[src/rtl/dagrc_pkg.sv]
// ----------------------------------------------------------------------------
// dagrc_pkg
// Shared constants, types and helpers for the DAG reach counter.
// ----------------------------------------------------------------------------
package dagrc_pkg;

  localparam int MAX_NODES = 64;
  localparam int NODE_W    = $clog2(MAX_NODES);
  localparam int CNT_W     = $clog2(MAX_NODES + 1);
  localparam int FIFO_D    = 4;
  localparam int FIFO_AW   = $clog2(FIFO_D);

  // one queued edge transaction, already range checked
  typedef struct packed {
    logic              edge_ok;
    logic [NODE_W-1:0] src;
    logic [NODE_W-1:0] dst;
    logic              last;
  } edge_item_t;

  // clamp the node count register to 1 .. MAX_NODES
  function automatic logic [CNT_W-1:0] eff_nodes(input logic [CNT_W-1:0] v);
    logic [CNT_W-1:0] r;
    r = v;
    if (v == '0) r = CNT_W'(1);
    if (v > CNT_W'(MAX_NODES)) r = CNT_W'(MAX_NODES);
    return r;
  endfunction

  // index of the lowest set bit (zero when none)
  function automatic logic [NODE_W-1:0] lowest_idx(input logic [MAX_NODES-1:0] v);
    logic [MAX_NODES-1:0] oh;
    logic [NODE_W-1:0]    r;
    oh = v & (~v + MAX_NODES'(1));
    r  = '0;
    for (int j = 0; j < MAX_NODES; j++) begin
      if (oh[j]) r = r | NODE_W'(j);
    end
    return r;
  endfunction

endpackage

[src/rtl/dagrc_front.sv]
// ----------------------------------------------------------------------------
// dagrc_front
// Accepts edge transactions, range checks them and queues them.
// ----------------------------------------------------------------------------
module dagrc_front
  import dagrc_pkg::*;
(
  input  logic              clk_i,
  input  logic              rst_ni,
  input  logic [CNT_W-1:0]  nodes_i,
  input  logic              start_i,
  input  logic              edge_valid_i,
  input  logic [NODE_W-1:0] src_node_i,
  input  logic [NODE_W-1:0] dst_node_i,
  input  logic              last_edge_i,
  output logic              busy_o,
  output logic              item_vld_o,
  output edge_item_t        item_o,
  input  logic              item_pop_i,
  input  logic              done_i
);

  edge_item_t        fifo_q [FIFO_D];
  logic [FIFO_AW-1:0] wp_q, rp_q;
  logic [FIFO_AW:0]   cnt_q;
  logic               closing_q;
  logic               push;
  edge_item_t         in_item;

  // hold off while the queue is full, and after the closing item until its results are out
  assign busy_o = closing_q || (cnt_q == (FIFO_AW+1)'(FIFO_D));
  assign push   = start_i && !busy_o;

  always_comb begin
    in_item.edge_ok = edge_valid_i && ({1'b0, src_node_i} < nodes_i)
                      && ({1'b0, dst_node_i} < nodes_i);
    in_item.src     = src_node_i;
    in_item.dst     = dst_node_i;
    in_item.last    = last_edge_i;
  end

  assign item_vld_o = (cnt_q != '0);
  assign item_o     = fifo_q[rp_q];

  always_ff @(posedge clk_i) begin
    if (push) fifo_q[wp_q] <= in_item;
  end

  always_ff @(posedge clk_i or negedge rst_ni) begin
    if (!rst_ni) begin
      wp_q      <= '0;
      rp_q      <= '0;
      cnt_q     <= '0;
      closing_q <= 1'b0;
    end else begin
      if (push) wp_q <= wp_q + FIFO_AW'(1);
      if (item_pop_i) rp_q <= rp_q + FIFO_AW'(1);
      cnt_q <= cnt_q + (FIFO_AW+1)'(push) - (FIFO_AW+1)'(item_pop_i);
      if (push && last_edge_i) closing_q <= 1'b1;
      else if (done_i) closing_q <= 1'b0;
    end
  end

endmodule

[config.mk]
export PLATFORM = sky130hd
export DESIGN_NAME = dagrc_front
export DESIGN_NICKNAME = d
export VERILOG_FILES = /design/src/rtl/dagrc_pkg.sv /design/src/rtl/dagrc_front.sv
export SDC_FILE = /design/constraint.sdc
export NUM_CORES = 1
export LEC_CHECK = 0
export BUFFER_PORTS_ARGS = -buffer_cell sky130_fd_sc_hd__buf_2
export CAP_MARGIN = 15
export CELL_PAD_IN_SITES_DETAIL_PLACEMENT = 1
export CELL_PAD_IN_SITES_GLOBAL_PLACEMENT = 1
export CORE_MARGIN = 10
export CORE_UTILIZATION = 47
export DETAILED_ROUTE_END_ITERATION = 8
export PLACE_DENSITY = 0.77
export SLEW_MARGIN = 20
export SYNTH_ARGS = -nofsm -noshare
export SYNTH_HDL_FRONTEND = slang
export SYNTH_SLANG_ARGS = --single-unit
export TNS_END_PERCENT = 30
[constraint.sdc]
create_clock -name clk_i -period 3.1 [get_ports clk_i]
set_clock_uncertainty 0.15 [all_clocks]
set_input_delay 0.62 -clock clk_i [delete_from_list [all_inputs] [get_ports clk_i]]
set_output_delay 0.62 -clock clk_i [all_outputs]
set_load 0.02 [all_outputs]
# Word-level counts from Yosys, hierarchy flattened
# Memories as Yosys holds them, arrays and structs flattened.
# Index checks and enable logic that the tools add are counted.
[word_totals] inputBits=26 ramBits=56 memories=1 regBits=8 elab_cells=24 out_inout_bits=16
[classes] reduce_logical=8 addsub=4 n_lt_le_gt_ge=2 eq_ne=1 mux=4
[memory_table] memory="fifo_q" words=4 width=14 rd=1 rd_ports_with_merged_regs=0 write_ports=1 line_no="dagrc_front.sv:23" source="edge_item_t fifo_q [FIFO_D];"
[ops] cell="$lt 6x7->1" n=2
[ops] cell="$add 2x1->2 const B" n=2
[ops] cell="$logic_and 1x1->1" n=4
[ops] cell="$mux 1" n=4
[ops] cell="$add 3x1->3" n=1
[ops] cell="$eq 3x3->1 const B" n=1
[ops] cell="$reduce_bool 3->1" n=1
[ops] cell="$sub 3x1->3" n=1
[ops] cell="$reduce_bool 2->1" n=1
[ops] cell="$logic_not 1->1" n=1
[ops] cell="$logic_or 1x1->1" n=1

# Longest topological paths before layout
# Gate-level depths: netlist of the first run.
[depth] depth_word=6 ltp_mapped=8 mapped_depth_nobuf=7

# Worst setup path after synthesis of the first run
# Ideal clock, no wire load.
[synth_timing] path_type="reg2out" start="reg rp_q[0]" end="out item_o[10] (netlist name)" arrival_time_ns=1.201 required_ns=2.330 stages_incl_launch_ff=4 slack_ns=1.129 path_buffers=2 path_cell_list="dfrtp_1 buf_6 buf_6 mux4_2"
[synth_lines] item="start: declaration" line_no="dagrc_front.sv:24" source="logic [FIFO_AW-1:0] wp_q, rp_q;"
[synth_lines] item="start signal: assignment" line_no="dagrc_front.sv:57" source="if (item_pop_i) rp_q <= rp_q + FIFO_AW'(1);"
[synth_lines] item="end: declaration" line_no="dagrc_front.sv:18" source="output edge_item_t item_o,"

==> summary.md, run 1 <==
| Metric | Value |
|---|---|
| CP arrival | `1.72 ns` |
| Hold path cells | `1` |
| Worst hold path type | `input port to register` |
| # nets final | `234` |
| Yosys warns | `0` |
| Setup ws final | `0.610 ns` |
| Post-synth EDFFs | `between 50 and 60` |
| Status | `finished, final reports clean` |
| Count leader, synth | `edfxtp_1` |
| Synthesized flop and latch total | `64` |
| Non-Filler Instances | `269` |
| Post-CTS Setup Inserts | `0` |
| Synth cell count leaders | `edfxtp_1 (56), ha_1 (15), mux4_2 (14), inv_1 (11), dfrtp_1 (8)` |
| Drt via density | `roughly 5.3` |
| WS Path Type | `register to primary output` |
| Reg2reg start | `cnt_q[1]` |
| DRT iter0 DRCs | `52` |
| Hold_ws | `0.372 ns` |
| Global route hottest layer | `met2` |
| Area growth syn-to-layout | `17.0%` |
| Clock latency on the worst-skew pair | `between 0.3 and 0.4 ns` |
| Mean Syn Cell Area | `19.3 um^2` |
| Req. time, crit path | `2.33 ns` |
| RSZ-0062 raised after global routing | `false` |
| Reg-to-reg endpoint | `cnt_q[2]` |
| Setup violations, final | `0` |
| Global-route wire length before repair | `~9000 um` |
| Placed cell count | `between 200 and 300` |
| Post-synth top area share | `61.9%` |
| Lkg Pwr | `1.25 nW` |
| Worst hold start | `dst_node_i[5]` |
| M1 GR Usage | `14.8%` |
| Max capacitance violation total | `0` |
| Largest net degree at the start of global routing | `16` |
| Hold Path Sink | `fifo_q[3][6]` |
| Final Cycle Share | `80.3%` |
| Clock slew at reported path FFs | `0.07 ns` |
| Cell area after synthesis | `0.00272 mm^2` |
| CP max FO | `15` |
| Die W | `96.0 um` |
| CTS Buf Count | `9` |
| Sequential share of the synthesized area | `between 60 and 70%` |
| Layout cell share with drive strength beyond 1 | `between 30% and 40%` |
| Core Area | `0.00557 mm^2` |
| Vias in the first global route | `roughly 1700` |
| Grt met3 use | `4.05%` |
| Via count | `1413` |
| Util after Layout | `approximately 57%` |
| # port buffers | `41` |
| Post-DP HPWL | `3980 um` |
| Worst-margin pin slew | `0.784 ns` |
| Worst slack, placed | `0.798 ns` |
| Top cell type by total area after synthesis | `edfxtp_1` |
| Setup TNS | `0 ns` |
| Worst r2r path cells | `7` |
| Asr flop ratio synth | `roughly an eighth` |
| CTS tree | `done` |
| Die Y | `just under 100 um` |
| Fmax | `between 400 and 500 MHz` |
| Most used DFF post-synth | `edfxtp_1` |
| Peak VDD IR | `0.000416 V` |
| Effective utilization at floorplan | `48.7%` |
| Initial antenna violation count | `0` |
| DRC | `0` |
| Cell area power density | `888 mW/mm^2` |
| Final WL | `5520 um` |
| Yosys cell types | `27` |
| H-tree levels | `3` |
| # diodes | `0` |
| Slew Limit Fails | `0` |
| GPL Wtd Cong | `0.753` |
| Pre-antenna DRT Iters | `4` |
| Ranking of synthesized cells by area | `edfxtp_1 (62%), mux4_2 (12%), dfrtp_1 (7.4%)` |
| R2r setup slk | `0.99 ns` |
| Clock Sink Count | `64` |
| DRT antenna net count | `0` |
| Met2 Usage GRT | `a little over a fifth` |
| Routed len/inst | `20.5 um` |
| Row count | `27` |
| Slew margin rel. | `roughly 48%` |
| # IOs | `42` |
| Endpoint type of the worst setup path | `primary output` |
| Overflow after GRT | `0` |
| Crit start category | `register` |
| Final Critical Period | `between 2 and 2.5 ns` |
| Clk root buf | `clkbuf_8` |
| Syn Nets | `183` |
| Die Area | `0.00922 mm^2` |
| Final hold viol count | `0` |
| All-Layer GR Usage | `13.1%` |
| Post-Syn Instances | `~140` |
| Clk buf depth | `2` |
-- worst max path at each step --
stage | startpoint | endpoint | slack (ns) | cells after the start
5_1_grt | rp_q[1] | item_o[5] | 0.54 | 2
3_5_place_dp | nodes_i[4] | fifo_q[1][13] | 0.80 | 7
6_report | rp_q[1] | item_o[5] | 0.61 | 2
3_3_place_gp | nodes_i[4] | fifo_q[2][13] | 0.88 | 7
2_1_floorplan | rp_q[0] | item_o[10] | 1.13 | 3
4_1_cts | rp_q[1] | item_o[5] | 0.55 | 2
-- cells by family after synthesis --
kind of cell | Yosys count | synth area share [%]
AND/OR/NAND/NOR | 14 | 2.95
multiplexers | 15 | 12.2
buffers and inverters | 15 | 2.95
AO/OA/AOI/OAI | 11 | 3.09
flip-flops | 64 | 69.3
XOR/XNOR | 6 | 1.93
adder cells (fa/ha/maj) | 16 | 7.65
-- registers in the layout, summed over array words and instances (netlist names) --
| register | count |
|---|---|
| fifo_q | 56 |
| closing_q | 1 |
| rp_q | 2 |
| cnt_q | 3 |
| wp_q | 2 |
-- worst max-delay path: stages, from the launching register on --
cell and delay (ns):
dfrtp_1 0.80, mux4_2 0.41, buf_2 0.18
-- cell usage in the layout, fill, tap and decap left out, drive strengths merged, types with 3 or more instances in the layout --
master,n
a211oi,3
and3,4
buf,43
clkbuf,11
clkinv,4
dfrtp,8
edfxtp,56
ha,15
inv,11
mux4,14
nand2b,3
xnor2,3
xor2,3
-- per-layer routing --
metal,vias to the layer above,part of all wire (%)
met1,712,42
li1,654,-
met5,-,0
met2,39,51
met4,0,1.7
met3,8,5.0
-- layout make-up --
class	instances	area (um^2)
Sequential cell	64	1880
Fill cell	517	2400
Tap cell	72	90.1
Inverter	11	41.3
Multi-Input combinational cell	62	754
Timing Repair Buffer	44	230
Clock inverter	5	48.8
Clock buffer	11	131
-- power breakdown --
group / total (W) / switching [W] / internal [W]
clock: 0.000664 / 0.000299 / 0.000365
combinational: 0.000917 / 0.000508 / 0.000409
sequential: 0.00124 / 0.000112 / 0.00113
-- per-stage QoR --
stage,cell area [um^2],total power (W)
finish,3180,0.00282
global route,3180,0.00298
CTS,3180,0.00287
detailed placement,2990,0.00220
global placement,2990,0.00214
floorplan,2720,0.00191
-- timing repair --
action / in CTS / in global routing
resized for setup: 0 / 0
hold buffers: 1 / 0
hold endpoints to repair: 8 / 0
(Power assumes the default switching activity.)
==> run 2: changes to the inputs <==
Clock period 3.1 ns to 2.52 ns, I/O delays scaled along.
==> summary.md, run 2 (same netlist as run 1, synthesis figures left out) <==
| Metric | Value |
|---|---|
| Core Area | `0.00557 mm^2 (unchanged)` |
| Status | `finished, final reports clean` |
| R2r setup slk | `0.39 ns (-0.60 ns)` |
| Hold Path Sink | `fifo_q[0][7]` |
| Largest regs | `fifo_q: 56 flops, cnt_q: 3 flops` |
| CP max stage delay | `0.51 ns (-0.29 ns)` |
| Clock latency on the worst-skew pair | `0.34 ns (about the same)` |
| Critical Path, Cell by Cell | `buf_4, mux4_2, buf_2` |
| Worst hold start | `src_node_i[0]` |
| Cell area power density | `1130 mW/mm^2 (+27%)` |
| Clock Sink Count | `64 (unchanged)` |
| DRT iter0 DRCs | `76 (+46%)` |
| Routed len/inst | `22.3 um (+8.7%)` |
| Die Area | `0.00922 mm^2 (unchanged)` |
| Pre-antenna DRT Iters | `4 (unchanged)` |
| Tot Pwr | `0.00370 W (+31%)` |
| # diodes | `0 (unchanged)` |
| Overflow after GRT | `0 (unchanged)` |
| Register Area | `0.00188 mm^2 (about the same)` |
| CP Buf/Inv Count | `2 (+1)` |
| Clock slew at reported path FFs | `0.08 ns (about the same)` |
| Setup TNS | `0 ns (unchanged)` |
| Switch share | `32.2% (-0.36 points)` |
| Largest net degree at the start of global routing | `12 (-4)` |
| Non-Filler Instances | `276 (+2.6%)` |
| Internal power of the cells | `0.00251 W (+32%)` |
| Max FFs per register | `56 (unchanged)` |
| Effective utilization at floorplan | `48.7% (unchanged)` |
| CP top delay family | `multiplexers` |
| Initial antenna violation count | `0 (unchanged)` |
| Clk buf depth | `2 (unchanged)` |
| All-Layer GR Usage | `14.5% (+1.4 points)` |
| # IOs | `42 (unchanged)` |
| Slew margin rel. | `73.4% (+26 points)` |
| Hold path cells | `1 (unchanged)` |
| GPL Wtd Cong | `0.787 (+4.5%)` |
| Reg-to-reg endpoint | `cnt_q[2]` |
| Largest Register | `fifo_q` |
| Slew Limit Fails | `0 (unchanged)` |
| Final hold viol count | `0 (unchanged)` |
| Placed cell count | `259 (+2.8%)` |
| Endpoint type of the worst setup path | `primary output` |
| Setup violations, final | `0 (unchanged)` |
| CTS Buf Count | `9 (unchanged)` |
| Reg2reg start | `cnt_q[1]` |
| Die W | `96.0 um (unchanged)` |
| Critical path's slowest cell | `mux4_2` |
| Peak VDD IR | `0.000623 V (+50%)` |
| CP arrival | `1.73 ns (about the same)` |
| # port buffers | `41 (unchanged)` |
| Vias in the first global route | `1728 (+3.0%)` |
| Layout cell share with drive strength beyond 1 | `41.2% (+4.1 points)` |
| Worst-margin pin slew | `0.399 ns (-0.386 ns)` |
| Worst hold path type | `input port to register` |
| RSZ-0062 raised after global routing | `false` |
| Max capacitance violation total | `0 (unchanged)` |
| Drt via density | `5.36 (+2.1%)` |
| Crit start category | `register` |
| Final WL | `6160 um (+12%)` |
| Commonest non-fill, non-tap cells in the layout | `edfxtp_1 (56), buf_2 (41), ha_1 (15)` |
| Lkg Pwr | `1.30 nW (+4.3%)` |
| Row count | `27 (unchanged)` |
| Clock share of power | `26.4% (+2.9 points)` |
| Share of power burned in registers | `40.8% (-3.1 points)` |
| H-tree levels | `3 (unchanged)` |
| Via count | `1480 (+4.7%)` |
| Post-DP HPWL | `4410 um (+11%)` |
| Final Critical Period | `2.38 ns` |
| Area growth syn-to-layout | `20.5%` |
| Critical path depth in cells | `3 (+1)` |
| Fillcell total | `540 (+4.4%)` |
| CP max FO | `6 (-9)` |
| Area of the multi-input gates | `754 um^2 (unchanged)` |
| Clk root buf | `clkbuf_8` |
| Switching power | `0.00119 W (+30%)` |
| Global-route wire length before repair | `9520 um (+8.7%)` |
| DRT antenna net count | `0 (unchanged)` |
| Commonest non-fill, non-tap cell in the layout | `edfxtp_1` |
| DRC | `0 (unchanged)` |
| WS Path Type | `register to primary output` |
| CTS tree | `done` |
| Die Y | `96.0 um (unchanged)` |
| Fmax | `roughly 420 MHz` |
| Worst r2r path cells | `7 (unchanged)` |
| Comb pwr share | `32.8% (+0.3 points)` |
| Req. time, crit path | `1.87 ns (-0.46 ns)` |
| Final Cycle Share | `94.5%` |
| # nets final | `241 (+3.0%)` |
==> run 2: cell types whose count changed in the layout (fill, tap and decap cells not counted) <==
cell,previous run,this run
buf_4,2,9
bufinv_16,1,2
clkbuf_1,2,0
clkbuf_8,9,10
clkinv_1,1,0
clkinvlp_4,0,1
dfrtp_1,8,7
dfrtp_2,0,1
==> run 2: how the worst max path moves through the flow <==
stage / slack [ns] / start / end
6_report: 0.14 / rp_q[0] / item_o[10]
3_3_place_gp: 0.40 / nodes_i[4] / fifo_q[0][13]
3_5_place_dp: 0.35 / nodes_i[4] / fifo_q[0][13]
5_1_grt: 0.05 / rp_q[0] / item_o[10]
2_1_floorplan: 0.59 / cnt_q[0] / cnt_q[2]
4_1_cts: 0.008 / rp_q[0] / item_o[10]
==> run 2: final cells by class <==
cell class	instances	share of cell area (%)
sequential	64	57.6
multi-input combinational	62	23.1
timing repair buffer	51	8.64
clock buffer	10	4.21
tap	72	2.75
clock inverter	6	2.52
inverter	11	1.26
==> run 2: through the flow <==
step	utilization (%)	hold slack (ns)	instance area [um^2]	setup WS, ns
after CTS	58.7	0.226	3270	0.00809
after floorplan	-	0.0584	2720	0.587
after detailed placement	54.5	0.214	3040	0.353
final	58.7	0.234	3270	0.139
after global placement	54.5	0.206	3040	0.399
after global routing	58.7	0.221	3270	0.0505
==> run 2: power groups by stage <==
stage | Combinational (W) | Clock, W | Sequential (W)
after CTS | 0.00125 | 0.000994 | 0.00151
after detailed placement | 0.00124 | 0 | 0.00153
final | 0.00121 | 0.000977 | 0.00151
after global routing | 0.00133 | 0.00105 | 0.00153
after floorplan | 0.000873 | 0 | 0.00147
after global placement | 0.00118 | 0 | 0.00151
==> run 2: routing by layer <==
layer,track usage [%],vias up,part of all wire (%)
li1,-,669,-
met1,16.4,757,40
met2,24.4,43,53
met3,5.29,11,5.4
met4,5.65,0,1.5
met5,0,-,0
==> run 2: timing repair <==
item / in CTS / in global routing
hold buffers: 1 / 0
endpoints found under the setup margin: 0 / 10
hold endpoints to repair: 8 / 0
buffers inserted: 0 / 0
resized for setup: 0 / 1
==> run 3: changes to the inputs <==
Clock period 2.52 ns to 2.2 ns, I/O delays scaled along.
==> summary.md, run 3 (same netlist as run 1, synthesis figures left out) <==
| Metric | Value |
|---|---|
| Req. time, crit path | `1.61 ns (-0.26 ns)` |
| Overflow after GRT | `0 (unchanged)` |
| Post-DP HPWL | `4270 um (-3.2%)` |
| Worst-margin pin slew | `0.306 ns (-0.0931 ns)` |
| Final hold viol count | `0 (unchanged)` |
| Clk root buf | `clkbuf_8` |
| DRT antenna net count | `0 (unchanged)` |
| Area after DPL | `0.00306 mm^2 (+0.66%)` |
| Final Critical Period | `2.27 ns` |
| Area growth syn-to-layout | `27.0%` |
| # IOs | `42 (unchanged)` |
| Die Y | `96.0 um (unchanged)` |
| Commonest non-fill, non-tap cells in the layout | `edfxtp_1 (56), buf_2 (30), ha_1 (15)` |
| DRC | `0 (unchanged)` |
| CP max FO | `7 (+1)` |
| Pre-antenna DRT Iters | `4 (unchanged)` |
| H-tree levels | `3 (unchanged)` |
| Final Cycle Share | `103%` |
| Critical path's slowest cell | `mux4_2` |
| Register Area | `0.00188 mm^2 (unchanged)` |
| Clk buf depth | `2 (unchanged)` |
| Die Area | `0.00922 mm^2 (unchanged)` |
| Met2 routed WL | `3180 um (-2.2%)` |
| Initial antenna violation count | `0 (unchanged)` |
| Effective utilization at floorplan | `48.7% (unchanged)` |
| Largest net degree at the start of global routing | `16 (+4)` |
| Clock slew at reported path FFs | `0.07 ns (about the same)` |
| Max capacitance violation total | `0 (unchanged)` |
| Vias in the first global route | `1748 (+1.2%)` |
| All-Layer GR Usage | `14.4% (-0.037 points)` |
| Routed len/inst | `21.6 um (-3.0%)` |
| Placed cell count | `260 (+0.39%)` |
| Setup ws final | `-0.0725 ns (-0.211 ns)` |
| Fillcell total | `509 (-5.7%)` |
| Via count | `1501 (+1.4%)` |
| RSZ-0062 raised after global routing | `true` |
| Slew margin rel. | `79.6% (+6.2 points)` |
| Largest Register | `fifo_q` |
| Drt via density | `5.34 (-0.39%)` |
| M1 wire length | `2400 um (-3.2%)` |
| Area of the multi-input gates | `756 um^2 (+0.17%)` |
| Status | `finished, violations left` |
| Worst hold path type | `input port to register` |
| Endpoint type of the worst setup path | `primary output` |
| Max FFs per register | `56 (unchanged)` |
| Core Area | `0.00557 mm^2 (unchanged)` |
| GPL Wtd Cong | `0.760 (-3.4%)` |
| CP arrival | `1.68 ns (-0.05 ns)` |
| Slew Limit Fails | `0 (unchanged)` |
| CTS Buf Count | `9 (unchanged)` |
| Fmax | `440 MHz` |
| Peak VDD IR | `0.000673 V (+8.1%)` |
| Layout cell share with drive strength beyond 1 | `42.1% (+0.93 points)` |
| Max Used Layer | `met4` |
| Critical Path, Cell by Cell | `buf_12, buf_12, mux4_2, buf_6` |
| Die W | `96.0 um (unchanged)` |
| # nets final | `246 (+2.1%)` |
| Setup violations, final | `14 (+14)` |
| Largest regs | `fifo_q: 56 flops, cnt_q: 3 flops` |
| Global-route wire length before repair | `9480 um (-0.37%)` |
| Non-Filler Instances | `281 (+1.8%)` |
| Violated checks | `negative setup slack` |
| # port buffers | `41 (unchanged)` |
| Met3 wire len | `367 um (+11%)` |
| Fin area | `0.00345 mm^2 (+5.5%)` |
| Clock latency on the worst-skew pair | `0.34 ns (about the same)` |
| # diodes | `0 (unchanged)` |
| Final WL | `6080 um (-1.3%)` |
| Crit start category | `register` |
| CP max stage delay | `0.53 ns (+0.02 ns)` |
| CTS tree | `done` |
| Clock Sink Count | `64 (unchanged)` |
| Setup TNS | `-0.626 ns (-0.626 ns)` |
| Row count | `27 (unchanged)` |
| Cell area power density | `1360 mW/mm^2 (+20%)` |
| WS Path Type | `register to primary output` |
| Lkg Pwr | `1.37 nW (+5.6%)` |
| DRT iter0 DRCs | `87 (+14%)` |
| Commonest non-fill, non-tap cell in the layout | `edfxtp_1` |
| CP dominant cell by count | `buf_12` |
run 3: worst paths after layout:
kind,start,to,slack (ns),cells after the start
max in group asynchronous,rst_ni,rp_q[0],1.39,2
worst max register to register,cnt_q[1],cnt_q[1],0.13,6
worst min-delay path,dst_node_i[0],fifo_q[3][1],0.18,1
min in group asynchronous,rst_ni,cnt_q[1],0.32,2
worst min register to register,closing_q,closing_q,0.39,1
worst max-delay path,rp_q[0],item_o[4],-0.07,4
run 3: cell type report:
cell class,count,share of cell area [%]
clock buffer,9,3.59
clock inverter,7,3.19
inverter,11,1.20
multi-input combinational,62,21.9
sequential,64,54.6
tap,72,2.61
timing repair buffer,56,12.9
run 3: power breakdown:
group	total [W]	switching [W]	internal (W)
Combinational	0.00180	0.000874	0.000927
Clock	0.00118	0.000439	0.000742
Sequential	0.00170	0.000110	0.00159
Total	0.00468	0.00142	0.00326
run 3: per-layer routing:
metal  vias up  track usage, %
met5         -               0
met4         0            7.00
met3        12            4.20
met2        41            25.4
met1       770            15.5
li1        678               -
run 3: worst max-delay path: cells and delay by family, from the launching register on:
family / cells / cell delay, ns
multiplexers: 1 / 0.53
flip-flops: 1 / 0.41
buffers and inverters: 3 / 0.39
run 3: through the flow:
| stage | utilization, % | total power (W) | setup WS (ns) | hold WS, ns |
|---|---|---|---|---|
| after floorplan | - | 0.00269 | 0.267 | -0.00559 |
| after global placement | 54.9 | 0.00311 | 0.227 | 0.137 |
| after detailed placement | 54.9 | 0.00319 | 0.0546 | 0.144 |
| after CTS | 61.1 | 0.00462 | -0.0712 | 0.160 |
| after global routing | 61.9 | 0.00491 | -0.123 | 0.184 |
| final | 61.9 | 0.00468 | -0.0725 | 0.176 |
run 3: timing repair:
| action | in CTS | in global routing |
|---|---|---|
| setup endpoints to repair | 13 | 16 |
| gates cloned | 1 | 0 |
| hold endpoints to repair | 8 | 0 |
| hold buffers | 1 | 0 |
| buffers inserted | 3 | 0 |
| gates resized for setup | 10 | 17 |
